==> src/sv/vlpd_pkg.sv <==
`default_nettype none
package vlpd_pkg;

  localparam int MAX_PREFIX_BYTES_DEFAULT = 5;
  localparam int QUEUE_DEPTH = 2;
  localparam int LENGTH_W = 32;
  localparam int GROUP_BITS = 7;

  typedef enum logic [1:0] {
    STATUS_OK          = 2'd0,
    STATUS_BAD_LENGTH  = 2'd1,
    STATUS_LONG_PREFIX = 2'd2
  } status_t;

  typedef struct packed {
    logic [7:0] payload_byte;
    logic       frame_end;
    status_t    status;
  } beat_t;

endpackage
`default_nettype wire

==> src/sv/vlpd_front.sv <==
`default_nettype none
module vlpd_front #(
  parameter int MAX_PREFIX_BYTES = vlpd_pkg::MAX_PREFIX_BYTES_DEFAULT
) (
  input  wire logic          clk,
  input  wire logic          rst,
  input  wire logic          rx_valid,
  output logic               rx_ready,
  input  wire logic [7:0]    rx_byte,
  input  wire logic          queue_full,
  output logic               push,
  output vlpd_pkg::beat_t    push_beat
);
  import vlpd_pkg::*;

  localparam int CNT_W = $clog2(MAX_PREFIX_BYTES + 1);

  logic                in_payload;
  logic                in_payload_next;
  logic [LENGTH_W-1:0] prefix_value;
  logic [LENGTH_W-1:0] prefix_value_next;
  logic [CNT_W-1:0]    prefix_bytes_seen;
  logic [CNT_W-1:0]    prefix_bytes_seen_next;
  logic [LENGTH_W-2:0] bytes_remaining;
  logic [LENGTH_W-2:0] bytes_remaining_next;

  logic                accept;
  logic [LENGTH_W-1:0] merged;
  logic [CNT_W-1:0]    seen_inc;
  logic [LENGTH_W-2:0] remaining_dec;

  assign rx_ready = !queue_full;
  assign accept   = rx_valid && rx_ready;
  assign seen_inc = prefix_bytes_seen + CNT_W'(1);
  assign remaining_dec = bytes_remaining - (LENGTH_W-1)'(1);

  // place the 7-bit group at the slot picked by the prefix byte count
  always_comb begin
    merged = prefix_value;
    for (int i = 0; i < MAX_PREFIX_BYTES; i++) begin
      if (GROUP_BITS * i < LENGTH_W && prefix_bytes_seen == CNT_W'(i)) begin
        merged = prefix_value | (LENGTH_W'(rx_byte[GROUP_BITS-1:0]) << (GROUP_BITS * i));
      end
    end
  end

  always_comb begin
    in_payload_next        = in_payload;
    prefix_value_next      = prefix_value;
    prefix_bytes_seen_next = prefix_bytes_seen;
    bytes_remaining_next   = bytes_remaining;
    push                   = 1'b0;
    push_beat.payload_byte = 8'd0;
    push_beat.frame_end    = 1'b0;
    push_beat.status       = STATUS_OK;
    if (accept) begin
      if (in_payload) begin
        bytes_remaining_next   = remaining_dec;
        push                   = 1'b1;
        push_beat.payload_byte = rx_byte;
        push_beat.frame_end    = (remaining_dec == '0);
        in_payload_next        = (remaining_dec != '0);
      end else if (rx_byte[7]) begin
        if (seen_inc >= CNT_W'(MAX_PREFIX_BYTES)) begin
          // prefix ran too long: drop it and resync
          push                   = 1'b1;
          push_beat.status       = STATUS_LONG_PREFIX;
          prefix_value_next      = '0;
          prefix_bytes_seen_next = '0;
        end else begin
          prefix_value_next      = merged;
          prefix_bytes_seen_next = seen_inc;
        end
      end else begin
        prefix_value_next      = '0;
        prefix_bytes_seen_next = '0;
        if (merged == '0 || merged[LENGTH_W-1]) begin
          push             = 1'b1;
          push_beat.status = STATUS_BAD_LENGTH;
        end else begin
          bytes_remaining_next = merged[LENGTH_W-2:0];
          in_payload_next      = 1'b1;
        end
      end
    end
  end

  always_ff @(posedge clk) begin
    if (rst) begin
      in_payload        <= 1'b0;
      prefix_value      <= '0;
      prefix_bytes_seen <= '0;
      bytes_remaining   <= '0;
    end else begin
      in_payload        <= in_payload_next;
      prefix_value      <= prefix_value_next;
      prefix_bytes_seen <= prefix_bytes_seen_next;
      bytes_remaining   <= bytes_remaining_next;
    end
  end

  a_err_only_in_prefix: assert property (@(posedge clk) disable iff (rst)
    push && push_beat.status != STATUS_OK |-> !in_payload)
    else $error("error beat while passing payload");

  a_err_resyncs: assert property (@(posedge clk) disable iff (rst)
    push && push_beat.status != STATUS_OK |=> !in_payload && prefix_bytes_seen == '0)
    else $error("no resync after error beat");

  a_payload_has_count: assert property (@(posedge clk) disable iff (rst)
    in_payload |-> bytes_remaining != '0)
    else $error("payload mode with no bytes left");

endmodule
`default_nettype wire

==> src/sv/vlpd_queue.sv <==
`default_nettype none
module vlpd_queue (
  input  wire logic            clk,
  input  wire logic            rst,
  input  wire logic            push,
  input  wire vlpd_pkg::beat_t push_beat,
  output logic                 full,
  output logic                 out_valid,
  input  wire logic            out_ready,
  output vlpd_pkg::beat_t      out_beat
);
  import vlpd_pkg::*;

  localparam int PTR_W = (QUEUE_DEPTH > 1) ? $clog2(QUEUE_DEPTH) : 1;
  localparam int CNT_W = $clog2(QUEUE_DEPTH + 1);

  beat_t            entries [QUEUE_DEPTH];
  logic [PTR_W-1:0] wr_ptr;
  logic [PTR_W-1:0] rd_ptr;
  logic [CNT_W-1:0] count;
  logic             pop;

  assign full      = (count == CNT_W'(QUEUE_DEPTH));
  assign out_valid = (count != '0);
  assign pop       = out_valid && out_ready;
  assign out_beat  = entries[rd_ptr];

  function automatic logic [PTR_W-1:0] bump(input logic [PTR_W-1:0] p);
    return (p == PTR_W'(QUEUE_DEPTH - 1)) ? '0 : p + PTR_W'(1);
  endfunction

  always_ff @(posedge clk) begin
    if (push) begin
      entries[wr_ptr] <= push_beat;
    end
  end

  always_ff @(posedge clk) begin
    if (rst) begin
      wr_ptr <= '0;
      rd_ptr <= '0;
      count  <= '0;
    end else begin
      if (push) wr_ptr <= bump(wr_ptr);
      if (pop)  rd_ptr <= bump(rd_ptr);
      if (push && !pop) count <= count + CNT_W'(1);
      else if (pop && !push) count <= count - CNT_W'(1);
    end
  end

  a_no_overflow: assert property (@(posedge clk) disable iff (rst)
    push |-> !full)
    else $error("push into full queue");

  a_count_tracks: assert property (@(posedge clk) disable iff (rst)
    push && !pop |=> count == $past(count) + CNT_W'(1))
    else $error("queue count lost a beat");

endmodule
`default_nettype wire

==> src/sv/varint_length_prefix_deframer.sv <==
`default_nettype none
// Output: a payload or error beat is written into the queue when its byte is taken
// and shows on the outputs from the queue; length prefix bytes that end well give no beat.
// Throughput: one byte per cycle while out_ready keeps up; the two-entry queue
// between the prefix decoder and the output side absorbs a stall of the sink.
// Reset (rst, synchronous): back to reading a prefix, queue emptied.
module varint_length_prefix_deframer #(
  parameter int MAX_PREFIX_BYTES = vlpd_pkg::MAX_PREFIX_BYTES_DEFAULT
) (
  input  wire logic       clk,
  input  wire logic       rst,
  input  wire logic       rx_valid,
  output logic            rx_ready,
  input  wire logic [7:0] rx_byte,
  output logic            out_valid,
  input  wire logic       out_ready,
  output logic [7:0]      payload_byte,
  output logic            frame_end,
  output logic [1:0]      status
);
  import vlpd_pkg::*;

  logic  push;
  logic  queue_full;
  beat_t push_beat;
  beat_t out_beat;

  vlpd_front #(
    .MAX_PREFIX_BYTES(MAX_PREFIX_BYTES)
  ) u_front (
    .clk       (clk),
    .rst       (rst),
    .rx_valid  (rx_valid),
    .rx_ready  (rx_ready),
    .rx_byte   (rx_byte),
    .queue_full(queue_full),
    .push      (push),
    .push_beat (push_beat)
  );

  vlpd_queue u_queue (
    .clk      (clk),
    .rst      (rst),
    .push     (push),
    .push_beat(push_beat),
    .full     (queue_full),
    .out_valid(out_valid),
    .out_ready(out_ready),
    .out_beat (out_beat)
  );

  assign payload_byte = out_beat.payload_byte;
  assign frame_end    = out_beat.frame_end;
  assign status       = out_beat.status;

endmodule
`default_nettype wire

==> config.mk <==
export PLATFORM = sky130hd
export DESIGN_NAME = varint_length_prefix_deframer
export DESIGN_NICKNAME = d
export VERILOG_FILES = /design/src/sv/vlpd_pkg.sv /design/src/sv/vlpd_front.sv /design/src/sv/vlpd_queue.sv /design/src/sv/varint_length_prefix_deframer.sv
export SDC_FILE = /design/constraint.sdc
export NUM_CORES = 1
export LEC_CHECK = 0
export BUFFER_PORTS_ARGS = -buffer_cell sky130_fd_sc_hd__buf_4
export CORE_MARGIN = 8
export CORE_UTILIZATION = 65
export CTS_BUF_LIST = sky130_fd_sc_hd__clkbuf_16
export DETAILED_ROUTE_END_ITERATION = 6
export GPL_TIMING_DRIVEN = 0
export PLACE_DENSITY = 0.84
export SLEW_MARGIN = 20
export SYNTH_ARGS = -nofsm -noshare
export SYNTH_HDL_FRONTEND = slang
export SYNTH_SLANG_ARGS = --single-unit
==> constraint.sdc <==
create_clock -name clk -period 5.7 [get_ports clk]
set_input_delay 0.285 -clock clk [delete_from_list [all_inputs] [get_ports clk]]
set_output_delay 0.285 -clock clk [all_outputs]
set_load 0.005 [all_outputs]
Yosys cells after proc, flatten, opt, wreduce, memory -nomap -nowiden

Memory sizes are Yosys's and may differ from the RTL's. A register that Yosys moved wholly into a read port is not among the register bits.
Cells that the tools add are included.
Widths: inputs -> output; s select.

Add/sub/neg operators: 6
Order comparisons: 1
Equal/unequal tests: 7
Multiplexer cells: 34
Bitwise operators: 6
Reductions and logical operators: 16

Operators with widths:

| cell                  | number |
|---|---|
| $mux 32               | 7 |
| $mux 31               | 3 |
| $logic_not 32->1      | 1 |
| $or 32x14->32         | 1 |
| $or 32x21->32         | 1 |
| $or 32x28->32         | 1 |
| $or 32x32->32         | 1 |
| $or 32x7->32          | 1 |
| $logic_not 31->1      | 1 |
| $reduce_bool 31->1    | 1 |
| $sub 31x1->31 const B | 1 |
| $mux 1                | 15 |
| $mux 11               | 1 |
| $mux 2                | 5 |
| $mux 9                | 1 |
| $eq 3x2->1 const B    | 2 |
| $mux 3                | 2 |
| $logic_and 1x1->1     | 4 |
| $ne 2x1->1 const B    | 2 |
| $reduce_bool 2->1     | 2 |
| $add 3x1->3 const B   | 1 |
| $eq 3x1->1 const B    | 1 |
| $eq 3x3->1 const B    | 1 |
| $ge 3x3->1 const B    | 1 |
| other kinds (10)      | 13 |

Flip-flop bits (word level): 71
Bits in writable memories: 22
Bits of input ports: 12
Output and inout bits: 13
Word-level logic and storage cells: 78
Memories: 1

Memory list:

| memory          | words | bits a word | read ports | clocked after memory_dff | write ports | RTL line         | text |
|---|---|---|---|---|---|---|---|
| u_queue.entries | 2     | 11          | 1          | 1                        | 1           | vlpd_queue.sv:17 | `beat_t entries [QUEUE_DEPTH];` |

Logic depth before layout (Yosys ltp)

Gate-level depths: netlist of run 1.

Depth in word-level cells: 16
Depth in mapped cells: 13

Cells and area by module

From an unflattened synthesis of run 1, not the netlist that was laid out.

Cell total of the unflattened synthesis: 609
Area total of the unflattened synthesis: 5144.9 µm²

Modules (own cells, without submodules):

| module     | instances | cells each | area an instance (µm²) | seq. area each (µm²) |
|---|---|---|---|---|
| vlpd_front | 1         | 553        | 4144.0                 | 1341.3 |
| vlpd_queue | 1         | 56         | 1001.0                 | 760.7 |

Least setup slack after synthesis of run 1

Ideal clock, no wire load.

Kind: reg-to-reg
Start: reg u_front.prefix_bytes_seen[2]
End: mem u_queue.entries[0][0] in the netlist's numbering (enable)
Library setup time: 380 ps
Data arrival time: 2698 ps
Required time: 5320 ps
Setup slack: 2623 ps
Cell stages (with the launch flop): 11
Clock period less this slack: 3077 ps
Path through: dfxtp_1 buf_2 inv_1 ha_1 buf_2 and4bb_2 a2111oi_0 and4_1 nand3_1 a211oi_2 nor2b_1

Longest elaborated chain between the ends: 14
Elaborated cells on any way between the ends: 21
Those cells by class: 1 x add/sub; 1 x order compare; 4 x eq/ne; 12 x mux; 3 x reduce/logical

RTL lines:

| item                           | RTL line                            | text |
|---|---|---|
| start: declaration             | vlpd_front.sv:22                    | `logic [CNT_W-1:0] prefix_bytes_seen;` |
| start signal: assignment       | vlpd_front.sv:97                    | `prefix_bytes_seen <= prefix_bytes_seen_next;` |
| $logic_not 3->1                | vlpd_front.sv:41                    | `if (GROUP_BITS * i < LENGTH_W && prefix_bytes_seen == CNT_W'(i)) begin` |
| $mux 32 (5 in a row)           | vlpd_front.sv:41                    |  |
| $logic_not 32->1               | vlpd_front.sv:77                    | `if (merged == '0 \|\| merged[LENGTH_W-1]) begin` |
| $logic_or 1x1->1               | vlpd_front.sv:77                    |  |
| $mux 1                         | vlpd_front.sv:77                    |  |
| $mux 1 *                       | vlpd_front.sv:63                    | `end else if (rx_byte[7]) begin` |
| $mux 1 *                       | vlpd_front.sv:57                    | `if (in_payload) begin` |
| $mux 1 *                       | vlpd_front.sv:56                    | `if (accept) begin` |
| via push                       | varint_length_prefix_deframer.sv:23 | `logic push;` |
| $mux 1 *                       | vlpd_queue.sv:33                    | `if (push) begin` |
| $mux 1 (not written as such) * | vlpd_queue.sv:34                    | `entries[wr_ptr] <= push_beat;` |
| end: declaration               | vlpd_queue.sv:17                    |  |

The timed path passes the listed nets; every way through them passes the cells marked *.

Worst setup path after layout of run 1

Start: reg u_front.prefix_bytes_seen[2]
End: mem u_queue.entries[0][2] in the netlist's numbering (enable)

Same word-level chain as after synthesis.

==> results.md, run 1 <==
Detailed routing:
- The ratio of routed vias to standard cells is 7.224.
- The first routing iteration left 742 violations.
- Wires add up to 17,230 um.
- The mean routed wirelength per cell is 23.38 um.
- The count of nets left with antenna violations once routing finished came out at 0.
- Before antenna repair, the detailed router went through 7 iterations.
- The number of DRC violations after detailed routing is 3.
- The number of vias in the routed layout is 5,324.

Floorplanning:
- The die covers 11,150 um^2.
- The die span in x is 105.6 um.
- The number of primary I/O pins is 25.
- The starting density of the core is 67.16%.
- The number of rows created at floorplan is 32.
- The area of the core region is 7767 um^2.
- The die is 105.6 um tall.

Run status:
- The flow ran to the end, but the final reports show violations.
- The final reports fail on DRC.

Setup path:
- Along the worst path, the maximum fanout reaches 11.
- The kind of critical path is flop to flop.
- The most prevalent standard cell on the critical path is buf_2.
- The critical path's slowest cell is nor2b_1.
- The number of buffers and inverters on the critical path is 3.
- The critical path goes through buf_2 > inv_1 > ha_1 > buf_2 > and4bb_2 > a2111oi_0 > and4_1 > nand3_1 > a211oi_2 > nor2b_1.
- The dominant delay contributor by cell family on the critical path is simple AND/OR/NAND/NOR gates.
- For the worst setup path, the data arrival time is 3.69 ns.
- STA puts the critical path data required time at 5.67 ns.
- The type of origin of the critical path is a flop.
- The worst setup path is captured at a flop.
- For this run, the slowest stage of the critical path takes 0.84 ns.

Place:
- The number of instances in the placed design is 721.
- After detailed placement, the total cell area comes to 5515 um^2.
- The setup slack after placement is 2.001 ns.
- The number of buffers added on ports is 22.
- Routability-driven placement finished with a final weighted congestion of 0.9998.
- The half-perimeter wire length after placement is 12,300 um.

Clock tree:
- TritonCTS built the clock tree.
- The number of gates resized after CTS was 0.
- The register clock-pin slew on the reported worst setup and hold paths is 0.07 ns.
- The clock insertion delay at the later pin of the skew report is 0.35 ns.
- The deepest clock path buffer count is 2.
- The root buffer selected by CTS is clkbuf_16.
- In this run, CTS created clock tree buffers numbering 9.
- The number of hold-repair buffers added at the cts stage is 0.
- The number of setup buffers added after CTS is 0.
- The number of H-tree branching levels is 3.
- The clock drives 94 sinks.

Logic synthesis:
- Counting flops and latches in the post-synthesis netlist gives 94.
- Counting every instance in the synthesized netlist gives 597.
- Of all flip-flops after synthesis, the portion carrying an async set or reset was 0%.
- In this run the cell area of the synthesized design comes to 5216 um^2.
- The Yosys warning count is 0.
- Of all cell types, the one taking the most synthesized area is dfxtp_1.
- By area the synthesized netlist is led by dfxtp_1, edfxtp_1, nor2_1, a21oi_1, a22oi_1.
- The synthesized net count is 617.
- By count the netlist is led by dfxtp_1, nor2_1, a21oi_1, o21ai_0, a22oi_1.
- After synthesis, the largest area contributor takes up 27.63% of total cell area.
- Sequential cells were found to cover 40.30% of the synthesized design area.
- The distinct cell type count after synthesis is 72.
- In this run the mean area of a mapped cell was 8.737 um^2.
- The most common cell in the synthesized netlist is dfxtp_1.
- For this run, the leading register cell type out of synthesis is dfxtp_1.
- The number of enable-type register cells in the synthesized netlist is 22.

STA:
- The count of final hold-check violations is 0.
- After layout, the worst path uses 65.22% of the clock period.
- Setup repair after global routing left no endpoint under its margin.
- The slew at the pin with the worst max-slew slack is 1.005 ns.
- On the final layout, the worst clock skew is 0.009212 ns.
- Setup total negative slack on the finished layout was measured at 0 ns.
- The max-slew violation count came to 0.
- The setup violation total in the final timing report is 0.
- The relative max-transition margin is 32.86%.
- The final worst setup slack is 1.982 ns.
- The worst path in the final design needs a cycle of 3.718 ns, including I/O delays and setup.
- The highest clock rate is 0.2690 GHz.

Pwr:
- Across the VDD grid, the largest voltage drop is 211.0 uV.
- The share of total power dissipated in sequential elements is 31.9%.
- The cell internal power dissipation is 0.001498 W.
- For this design the total switching power over the nets is 0.001073 W.
- The power share of the clock group is 24.6%.
- In this run, the combinational gates consume 43.5% of the power.
- Of the total power, the share spent switching nets is 41.74%.
- For this design the static power due to leakage is 2.087 nW.
- The areal power density over the cells is 441.6 nW/um^2.

Cells and area:
- After the flow finishes, the layout carries non-filler instances totaling 737.
- The number of antenna repair diodes is 0.
- The share of post-route cells with drive strength above 1 is 13.23%.
- The area growth from synthesis to layout is 11.61%.
- The number of nets in the finished design is 650.
- The post-layout instance area is 5822 um^2.
- The filler cell count in the final layout is 602.

Global routing:
- The initial antenna violation count is 0.
- For met3 alone, demand over resource in global routing was 7.795%.
- The total overflow left after global routing is 0.
- Global routing used 37.84% of the available met1 tracks.
- The number of global-route vias before repair came to 5,048.
- For this run, the total global-route usage over all layers was measured as 30.24%.
- The layer flagged by global routing as most heavily used is met2.
- Entering global routing, the biggest net connects 18 pins.
- The first-pass GRT wire length is 26,950 um.
- The met2 usage is 46.81%.

Flow run:
- Max-cap violations in this run came to 0.

Min path:
- The tightest min-delay check is of the input pin to flop type.
## final timing paths
kind / startpoint / end / slack (ns) / depth (start not counted)
min: rx_byte[6] / u_front.prefix_value[27] / 0.27 / 3
max: u_front.prefix_bytes_seen[2] / u_queue.entries[0][2] / 1.98 / 10
max reg2reg: u_front.prefix_bytes_seen[2] / u_queue.entries[0][2] / 1.98 / 10
min reg2reg: u_front.prefix_value[8] / u_front.prefix_value[8] / 0.50 / 2
## cell type report
cell class / instances / area (um^2) / area share, %
plain buffers: 40 / 176.4 / 3.030
multi-input cells: 454 / 2910 / 49.99
inverters: 9 / 33.78 / 0.5803
flip-flops and latches: 94 / 2102 / 36.11
repair buffers: 22 / 165.2 / 2.837
clock buffers: 9 / 225.2 / 3.868
clock inverters: 7 / 81.33 / 1.397
well taps: 102 / 127.6 / 2.192
## layer usage
metal  wire, um  vias up  share of wire (%)
li1           -     2322                  -
met1       6520     2463                 38
met2       7565      430                 44
met3       2170      109                 13
met4        977        0                5.7
met5          0        -                  0
## kinds of logic (layout without fill, tap and decap cells)
group	count (synthesis)	in the layout	synth area share (%)
buf+inv	49	87	4.030
flops	94	94	40.30
mux	14	14	2.974
simple gates	232	232	23.99
xor+xnor	11	11	1.847
compound gates	189	189	24.95
fa+ha+maj	8	8	1.919
## worst register-to-register path, cell delays in order, from the launching register on
cell and delay (ns):
dfxtp_1 0.37, buf_2 0.22, inv_1 0.08, ha_1 0.17
buf_2 0.21, and4bb_2 0.29, a2111oi_0 0.34, and4_1 0.37
nand3_1 0.12, a211oi_2 0.33, nor2b_1 0.84
## cell usage in the layout, fill, tap and decap left out, drive strengths merged, types with 5 or more instances in the layout
cell / netlist / layout
a2111oi: 5 / 5
a21o: 5 / 5
nor2b: 17 / 17
inv: 8 / 11
buf: 13 / 35
xnor2: 5 / 5
nand3: 18 / 18
ha: 8 / 8
nor3: 18 / 18
dfxtp: 72 / 72
or2: 9 / 9
or3: 9 / 9
mux2: 12 / 12
nor3b: 6 / 6
nand2: 25 / 25
clkbuf: 27 / 36
o41ai: 5 / 5
a21oi: 50 / 50
nor4: 13 / 13
a211oi: 6 / 6
a31o: 6 / 6
xor2: 6 / 6
o21ai: 33 / 33
nor2: 72 / 72
edfxtp: 22 / 22
o32ai: 12 / 12
nand4: 7 / 7
o31ai: 6 / 6
a22oi: 30 / 30
and2: 12 / 12
or4: 6 / 6
o2bb2ai: 8 / 8
## sequential cells by signal, indices dropped and copies added, names as in the netlist, named ones only
name	cells
u_front.bytes_remaining	31
u_front.in_payload	1
u_front.prefix_bytes_seen	3
u_front.prefix_value	32
u_queue.count	2
u_queue.entries	22
u_queue.rd_ptr	1
u_queue.wr_ptr	1
## power by group through the flow
stage | Clock, W | Sequential [W] | Combinational (W)
floorplan | 0 | 0.000809 | 0.000759
global placement | 0 | 0.000823 | 0.00104
detailed placement | 0 | 0.000829 | 0.00106
CTS | 0.000627 | 0.000814 | 0.00107
global route | 0.000654 | 0.000825 | 0.00119
finish | 0.000632 | 0.000820 | 0.00112
## metrics by stage
step / total power [W] / hold slack (ns) / util, %
after floorplan: 0.001568 / 0.4467 / -
after global placement: 0.001860 / 0.4702 / 70.92
after detailed placement: 0.001887 / 0.4847 / 71.01
after CTS: 0.002516 / 0.2732 / 74.95
after global routing: 0.002666 / 0.2800 / 74.95
final: 0.002571 / 0.2712 / 74.95
(Power assumes the default switching activity.)
==> run 2, diff against run 1 <==
- CORE_UTILIZATION: 65 -> 56
- PLACE_DENSITY: 0.84 -> 0.77
- clock period: 5.7 -> 3.3 ns (I/O delays scaled with it)
==> run 2 against run 1 <==
Net effect:
- register-to-register slack worse by 2.0 ns
- wire length down 2.3%
- first-iteration DRC count is 19% lower
- non-clock buffer count grew 3
- flip-flop and latch count unchanged
- clock power rose by 80%
- the flow now finishes without violations
- critical endpoint is now u_queue.count[1]
- worst setup slack got worse by 2.0 ns
- worst hold slack worse by 0.11 ns
- cell count grew 1.6%
==> results.md, run 2 (synthesis gave the netlist of run 1 again) <==
Place:
- The number of buffers added on ports is 22 (unchanged).
- The last weighted congestion value of the routability-driven placer is 0.9791 (-2.1%).
- The setup slack after placement is -0.4804 ns (-2.482 ns).
- The half-perimeter wire length after placement came to 12,330 um (+0.25%).
- The area of placed instances is 5527 um^2 (+0.20%).

Global routing:
- The most used routing layer is met2.
- The initial antenna violation count was 0 (unchanged).
- The first-pass GRT wire length is 25,930 um (-3.8%).
- The met2 usage is 39.78% (-7.0 points).
- The number of global-route vias before repair is 4,670 (-7.5%).
- The met3 usage in global routing is 6.817% (-0.98 points).
- The overall routing resource usage is 26.09% (-4.1 points).
- The met1 usage is 34.47% (-3.4 points).
- The global route total overflow is 0 (unchanged).
- The largest net degree at the start of global routing is 17 (-1).

Cells and area:
- The area used by sequential logic in the layout is 2102 um^2 (unchanged).
- The number of flip-flops in the largest register is 32 (unchanged).
- From synthesis to final layout, the design area changed by 14.32%.
- The library cell used most frequently in the layout, excluding fill and tap cells, is dfxtp_1.
- The area used by multi-input combinational logic is 2975 um^2 (+2.2%).
- The share of post-route cells with drive strength above 1 came to 15.83% (+2.6 points).
- The number of antenna repair diodes is 0 (unchanged).
- The filler cell count in the final layout is 763 (+27%).
- The most flop-heavy register is u_front.prefix_value.
- In the layout the commonest cells are dfxtp_1, nor2_1, a21oi_1, o21ai_0, a22oi_1.
- The number of nets in the finished design is 653 (+0.46%).
- The post-layout instance area is 5963 um^2 (+2.4%).
- The largest registers in the layout are u_front.prefix_value: 32 flops, u_front.bytes_remaining: 31 flops, u_queue.entries: 22 flops.

STA:
- The relative max-transition margin was 42.68% (+9.8 points).
- The highest clock rate is 0.3046 GHz (+13%).
- Setup repair after global routing could not meet its margin everywhere.
- The clock tree skew after final layout was 0.007488 ns (-0.001724 ns).
- The final worst setup slack came to 0.01652 ns (-1.966 ns).
- The share of the cycle needed by the critical path after routing is 99.50% (+34 points).
- The setup violation total in the final timing report came to 0 (unchanged).
- The minimum period implied by the final worst setup slack was 3.283 ns (-0.4342 ns).
- The slew at the pin with the worst max-slew slack is 0.8597 ns (-0.1454 ns).
- The final setup TNS is 0 ns (unchanged).
- The max-slew violation count is 0 (unchanged).
- The count of final hold-check violations came to 0 (unchanged).

Clock tree:
- The root buffer selected by CTS is clkbuf_16.
- The total number of clock tree sinks was 94 (unchanged).
- The total clock buffers created by CTS is 9 (unchanged).
- The number of H-tree branching levels is 3 (unchanged).
- The deepest clock path buffer count is 2 (unchanged).
- The clock insertion delay at the later pin of the skew report is 0.35 ns (about the same).
- The register clock-pin slew on the reported worst setup and hold paths is 0.07 ns (about the same).
- The clock tree from TritonCTS is done.

Min path:
- The number of cells on the worst hold path is 3 (unchanged).
- The worst hold path terminates at u_front.prefix_value[27].
- The startpoint of the lowest-slack hold path is rx_byte[6].
- The worst min-delay path class is input pin to flop.

Setup path:
- The required time of the critical path is 3.57 ns (-2.10 ns).
- The endpoint of the lowest-slack register-to-register path is u_queue.count[1].
- The kind of cell with the highest combined delay along the critical path is simple AND/OR/NAND/NOR gates.
- The worst-case reg-to-reg path depth came to 12 (+2).
- In this design, the critical path's most frequently occurring cell is buf_4.
- The kind of critical path is flop to flop.
- The maximum fanout along the worst path is 10 (-1).
- The critical path's slowest cell is dfxtp_1.
- The number of buffers and inverters on the critical path is 3 (unchanged).
- The register-to-register path setup slack was 0.02 ns (-1.97 ns).
- The longest individual stage delay on the worst path is 0.38 ns (-0.46 ns).
- Walking the worst path, the cells encountered are buf_4 > inv_1 > ha_1 > buf_4 > and4bb_2 > a2111oi_1 > and4_4 > nand3_1 > a211oi_4 > ha_4 > or3_1 > a21oi_1.
- STA classifies the critical path endpoint as a flop.
- The endpoint arrival time on the critical path is 3.55 ns (-0.14 ns).
- The launch point of the worst reg-to-reg path is u_front.prefix_bytes_seen[2].
- The type of origin of the critical path is a flop.

Detailed routing:
- The ratio of routed vias to standard cells was 6.838 (-5.3%).
- The violation count after the first detailed-route iteration is 600 (-19%).
- The number of vias in the routed layout is 5,122 (-3.8%).
- The first-pass iteration count of the detailed router is 7 (unchanged).
- The number of DRC violations after detailed routing came to 0 (-3).
- The final wirelength was 16,830 um (-2.3%).
- The count of nets left with antenna violations after detail routing was 0 (unchanged).
- The mean routed wirelength per cell is 22.47 um (-3.9%).

Run status:
- The flow ran to the end, and the final reports show no timing, DRC or antenna violations.

Flow run:
- The reported max-cap violation count is 0 (unchanged).

Floorplanning:
- The number of rows created at floorplan is 35 (+9.4%).
- The full die area came to 12,660 um^2 (+14%).
- The starting density of the core came to 56.99% (-10 points).
- The area of the core region is 9153 um^2 (+18%).
- The number of primary I/O pins came to 25 (unchanged).
- The vertical extent of the die came to 112.5 um (+6.6%).
- The die span in x is 112.5 um (+6.6%).

Pwr:
- The areal power density over the cells is 753.7 nW/um^2 (+71%).
- The static power due to leakage is 2.138 nW (+2.4%).
- The maximum vdd ir drop came to 340.9 uV (+62%).
run 2: routing by layer:
metal  part of all wire (%)  vias up  routed length (um)
li1                       -     2333                   -
met5                      0        -                   0
met4                    3.9        0                 661
met1                     40     2393                6809
met2                     44      327                7420
met3                     12       69                1940
run 2: final cells by class:
class,count,area share (%)
Sequential cell,94,35.25
Multi-Input combinational cell,454,49.90
Timing Repair Buffer,27,3.609
Tap cell,111,2.329
Clock buffer,9,3.777
Clock inverter,7,1.658
Buffer,38,2.916
Inverter,9,0.5665
run 2: worst max-delay path by stage:
stage | startpoint | to | slack, ns | cells past startpoint
2_1_floorplan | u_front.prefix_bytes_seen[2] | u_queue.entries[0][0] | 0.22 | 10
3_3_place_gp | u_front.prefix_bytes_seen[2] | u_queue.entries[0][6] | -0.43 | 9
3_5_place_dp | u_front.prefix_bytes_seen[2] | u_queue.entries[0][8] | -0.48 | 9
4_1_cts | u_front.prefix_bytes_seen[2] | u_queue.count[1] | 0.01 | 12
5_1_grt | u_front.prefix_bytes_seen[2] | u_queue.count[1] | -0.09 | 12
6_report | u_front.prefix_bytes_seen[2] | u_queue.count[1] | 0.02 | 12
run 2: report_power, final:
group | switching, W | internal [W] | leakage [nW]
clock network | 0.000475 | 0.000668 | 0.155
logic | 0.00121 | 0.000728 | 1.20
registers | 0.000112 | 0.00130 | 0.785
total | 0.00180 | 0.00269 | 2.14
run 2: metrics by stage:
step	util [%]	cells	total power, W	hold WS [ns]
after floorplan	-	597	0.002708	0.3267
after global placement	60.31	730	0.003245	0.4699
after detailed placement	60.38	730	0.003257	0.4912
after CTS	64.46	748	0.004404	0.1375
after global routing	65.15	749	0.004697	0.1659
final	65.15	749	0.004495	0.1584
run 2: tightest hold or removal path, cell delays in order:
cell	delay, ns
buf_4	0.13
a22oi_1	0.09
nor2_1	0.08
run 2: timing repair:
action	4_1_cts	5_1_grt
pin swaps	2	4
setup buffers	2	3
hold buffers	0	0
gates resized for setup	12	8
setup endpoints to repair	35	45
endpoints found under the hold margin	0	0
==> run 3, diff against run 2 <==
- CELL_PAD_IN_SITES_DETAIL_PLACEMENT: not set -> 1
- CELL_PAD_IN_SITES_GLOBAL_PLACEMENT: not set -> 2
- CORE_UTILIZATION: 56 -> 35
- PLACE_DENSITY: 0.77 -> not set
- PLACE_DENSITY_LB_ADDON: not set -> 0.1
==> run 3 against run 2 <==
Net effect:
- wire length grew 22%
- final area grew 2.5%
- cell count grew 10%
- combinational power grew 8%
- total power grew 4.0%
- global-route usage shrank 5.3 points
- largest cell class unchanged
- highest routed layer unchanged
- flip-flop and latch count is the same
- critical path type unchanged
- clock-buffer cell count is the same
==> results.md, run 3 (synthesis gave the netlist of run 1 again) <==
Detailed routing:
- The violation count after the first detailed-route iteration is 285 (-53%).
- The count of nets left with antenna violations after detail routing is 0 (unchanged).
- The final wirelength is 20,510 um (+22%).
- The first-pass iteration count of the detailed router is 5 (-2).
- The ratio of routed vias to standard cells was 6.194 (-9.4%).
- The number of DRC violations after detailed routing is 0 (unchanged).
- The mean routed wirelength per cell came to 24.89 um (+11%).
- The number of vias in the routed layout is 5,104 (-0.35%).

Setup path:
- The required time of the critical path is 3.37 ns (-0.20 ns).
- The kind of critical path is flop to flop.
- The dominant delay contributor by cell family on the critical path is simple AND/OR/NAND/NOR gates.
- The element type at the critical path end is a flop.
- Among all stages on the critical path, the largest delay is contributed by nor3_1.
- Walking the worst path, the cells encountered are nor3_1 > nand4_1 > or2_2 > xor2_1 > nand3_1 > nor4_1.
- The type of origin of the critical path is a flop.
- The maximum fanout along the worst path is 6 (-4).
- The number of buffers and inverters on the critical path was 0 (-3).
- The longest individual stage delay on the worst path was 0.72 ns (+0.34 ns).
- The endpoint arrival time on the critical path is 3.28 ns (-0.27 ns).

Place:
- The area of placed instances was 5628 um^2 (+1.8%).
- The last weighted congestion value of the routability-driven placer is 0.8434 (-14%).
- The number of buffers added on ports is 22 (unchanged).
- The number of instances in the placed design is 804 (+10%).
- The half-perimeter wire length after placement is 15,050 um (+22%).

Pwr:
- The static power due to leakage is 2.156 nW (+0.85%).
- The maximum vdd ir drop is 278.8 uV (-18%).
- The areal power density over the cells is 764.7 nW/um^2 (+1.5%).

Global routing:
- The first-pass GRT wire length is 31,060 um (+20%).
- The number of global-route vias before repair is 5,169 (+11%).
- The global route total overflow is 0 (unchanged).
- The initial antenna violation count came to 1 (+1).
- The largest net degree at the start of global routing came to 18 (+1).
- The overall routing resource usage came to 20.77% (-5.3 points).

Clock tree:
- TritonCTS built the clock tree.
- The total clock buffers created by CTS is 9 (unchanged).
- The number of H-tree branching levels is 3 (unchanged).
- The clock insertion delay at the later pin of the skew report is 0.36 ns (about the same).
- The register clock-pin slew on the reported worst setup and hold paths is 0.08 ns (about the same).
- The total number of clock tree sinks is 94 (unchanged).
- The root buffer selected by CTS is clkbuf_16.
- The deepest clock path buffer count is 2 (unchanged).

STA:
- The share of the cycle needed by the critical path after routing is 97.21% (-2.3 points).
- The slew at the pin with the worst max-slew slack is 0.8394 ns (-0.02033 ns).
- The highest clock rate is 0.3117 GHz (+2.4%).
- The max-slew violation count is 0 (unchanged).
- Setup repair after global routing could not meet its margin everywhere.
- The minimum period implied by the final worst setup slack is 3.208 ns (-0.07541 ns).
- The clock tree skew after final layout came to 0.01599 ns (+0.008504 ns).
- The relative max-transition margin is 43.61% (+0.92 points).
- The count of final hold-check violations came to 0 (unchanged).
- The setup violation total in the final timing report came to 0 (unchanged).

Cells and area:
- In the layout the commonest cells are nor2_1, dfxtp_1, a21oi_1, o21ai_0, a22oi_1.
- In the final layout, the registers with the most flip-flops are u_front.prefix_value: 32 flops, u_front.bytes_remaining: 31 flops, u_queue.entries: 22 flops.
- The layout overhead on the synthesized area is 17.15%.
- The post-layout instance area is 6111 um^2 (+2.5%).
- The share of post-route cells with drive strength above 1 is 17.34% (+1.5 points).
- The area used by sequential logic in the layout is 2105 um^2 (+0.12%).
- The filler cell count in the final layout is 1,723 (+130%).
- Counting flops per register, the top entry is u_front.prefix_value.
- The number of flip-flops in the largest register is 32 (unchanged).
- The area used by multi-input combinational logic was 3022 um^2 (+1.6%).
- The final cell count without fillers is 824 (+10%).
- The number of antenna repair diodes is 0 (unchanged).
- The library cell used most frequently in the layout, excluding fill and tap cells, is nor2_1.
- The number of nets in the finished design came to 655 (+0.31%).

Floorplanning:
- The vertical extent of the die was 138.1 um (+23%).
- The number of rows created at floorplan is 44 (+26%).
- The starting density of the core is 35.89% (-21 points).
- The number of primary I/O pins is 25 (unchanged).
- The area of the core region was 14,530 um^2 (+59%).
- The die span in x is 138.1 um (+23%).
- The full die area is 19,070 um^2 (+51%).

Min path:
- The worst min-delay path class is input pin to flop.

Flow run:
- The reported max-cap violation count came to 0 (unchanged).

Run status:
- The run finished with clean final reports.
[run 3: cell count changes in the layout (fill, tap and decap cells not counted), moves of 2 or more]
cell / change
a21oi_2: +2
dfxtp_1: -2
clkinvlp_4: -2
dfxtp_2: +2
inv_6: +2
a21oi_1: -2
[run 3: final cells by class]
class	count	area share [%]
Clock inverter	7	1.679
Multi-Input combinational cell	454	49.45
Inverter	9	0.5528
Timing Repair Buffer	29	3.522
Clock buffer	9	3.686
Sequential cell	94	34.44
Buffer	38	2.907
Tap cell	184	3.767
[run 3: tightest hold or removal path, stage by stage]
cell and delay [ns]:
buf_4 0.12, a22oi_1 0.08, nor2_1 0.08
[run 3: timing repair]
item | in CTS | in global routing
pin swaps | 3 | 4
gates resized for setup | 19 | 11
endpoints found under the setup margin | 43 | 45
endpoints found under the hold margin | 0 | 0
setup buffers | 0 | 6
hold buffers | 0 | 0
[run 3: power by group]
| group | internal [W] | switching [W] | leakage [nW] |
|---|---|---|---|
| Sequential | 0.00130 | 0.000116 | 0.786 |
| Combinational | 0.000774 | 0.00131 | 1.21 |
| Clock | 0.000676 | 0.000496 | 0.162 |
[run 3: layer usage]
metal	GRT usage, %	routed length [um]
met5	0	0
met4	8.638	639
met1	26.79	9286
met2	32.75	9485
met3	4.589	1097
[run 3: worst paths after layout]
kind / from / endpoint / slack, ns / depth (start not counted)
worst min register to register: u_queue.count[1] / u_queue.count[1] / 0.50 / 2
worst max-delay path: u_front.bytes_remaining[0] / u_queue.entries[1][2] / 0.09 / 6
worst max register to register: u_front.bytes_remaining[0] / u_queue.entries[1][2] / 0.09 / 6
worst min-delay path: rx_byte[4] / u_front.prefix_value[25] / 0.14 / 3
[run 3: stage by stage]
stage | worst slack (ns) | TNS (ns) | total power, W | hold WS, ns | util, %
after detailed placement | -0.5212 | -10.80 | 0.003373 | 0.4765 | 38.72
after global routing | -0.01160 | -0.01160 | 0.004920 | 0.1678 | 42.05
after global placement | -0.4805 | -12.19 | 0.003320 | 0.4730 | 38.61
after floorplan | 0.2228 | 0 | 0.002708 | 0.3267 | -
final | 0.09192 | 0 | 0.004673 | 0.1398 | 42.05
after CTS | 0.01547 | 0 | 0.004586 | 0.1282 | 41.37
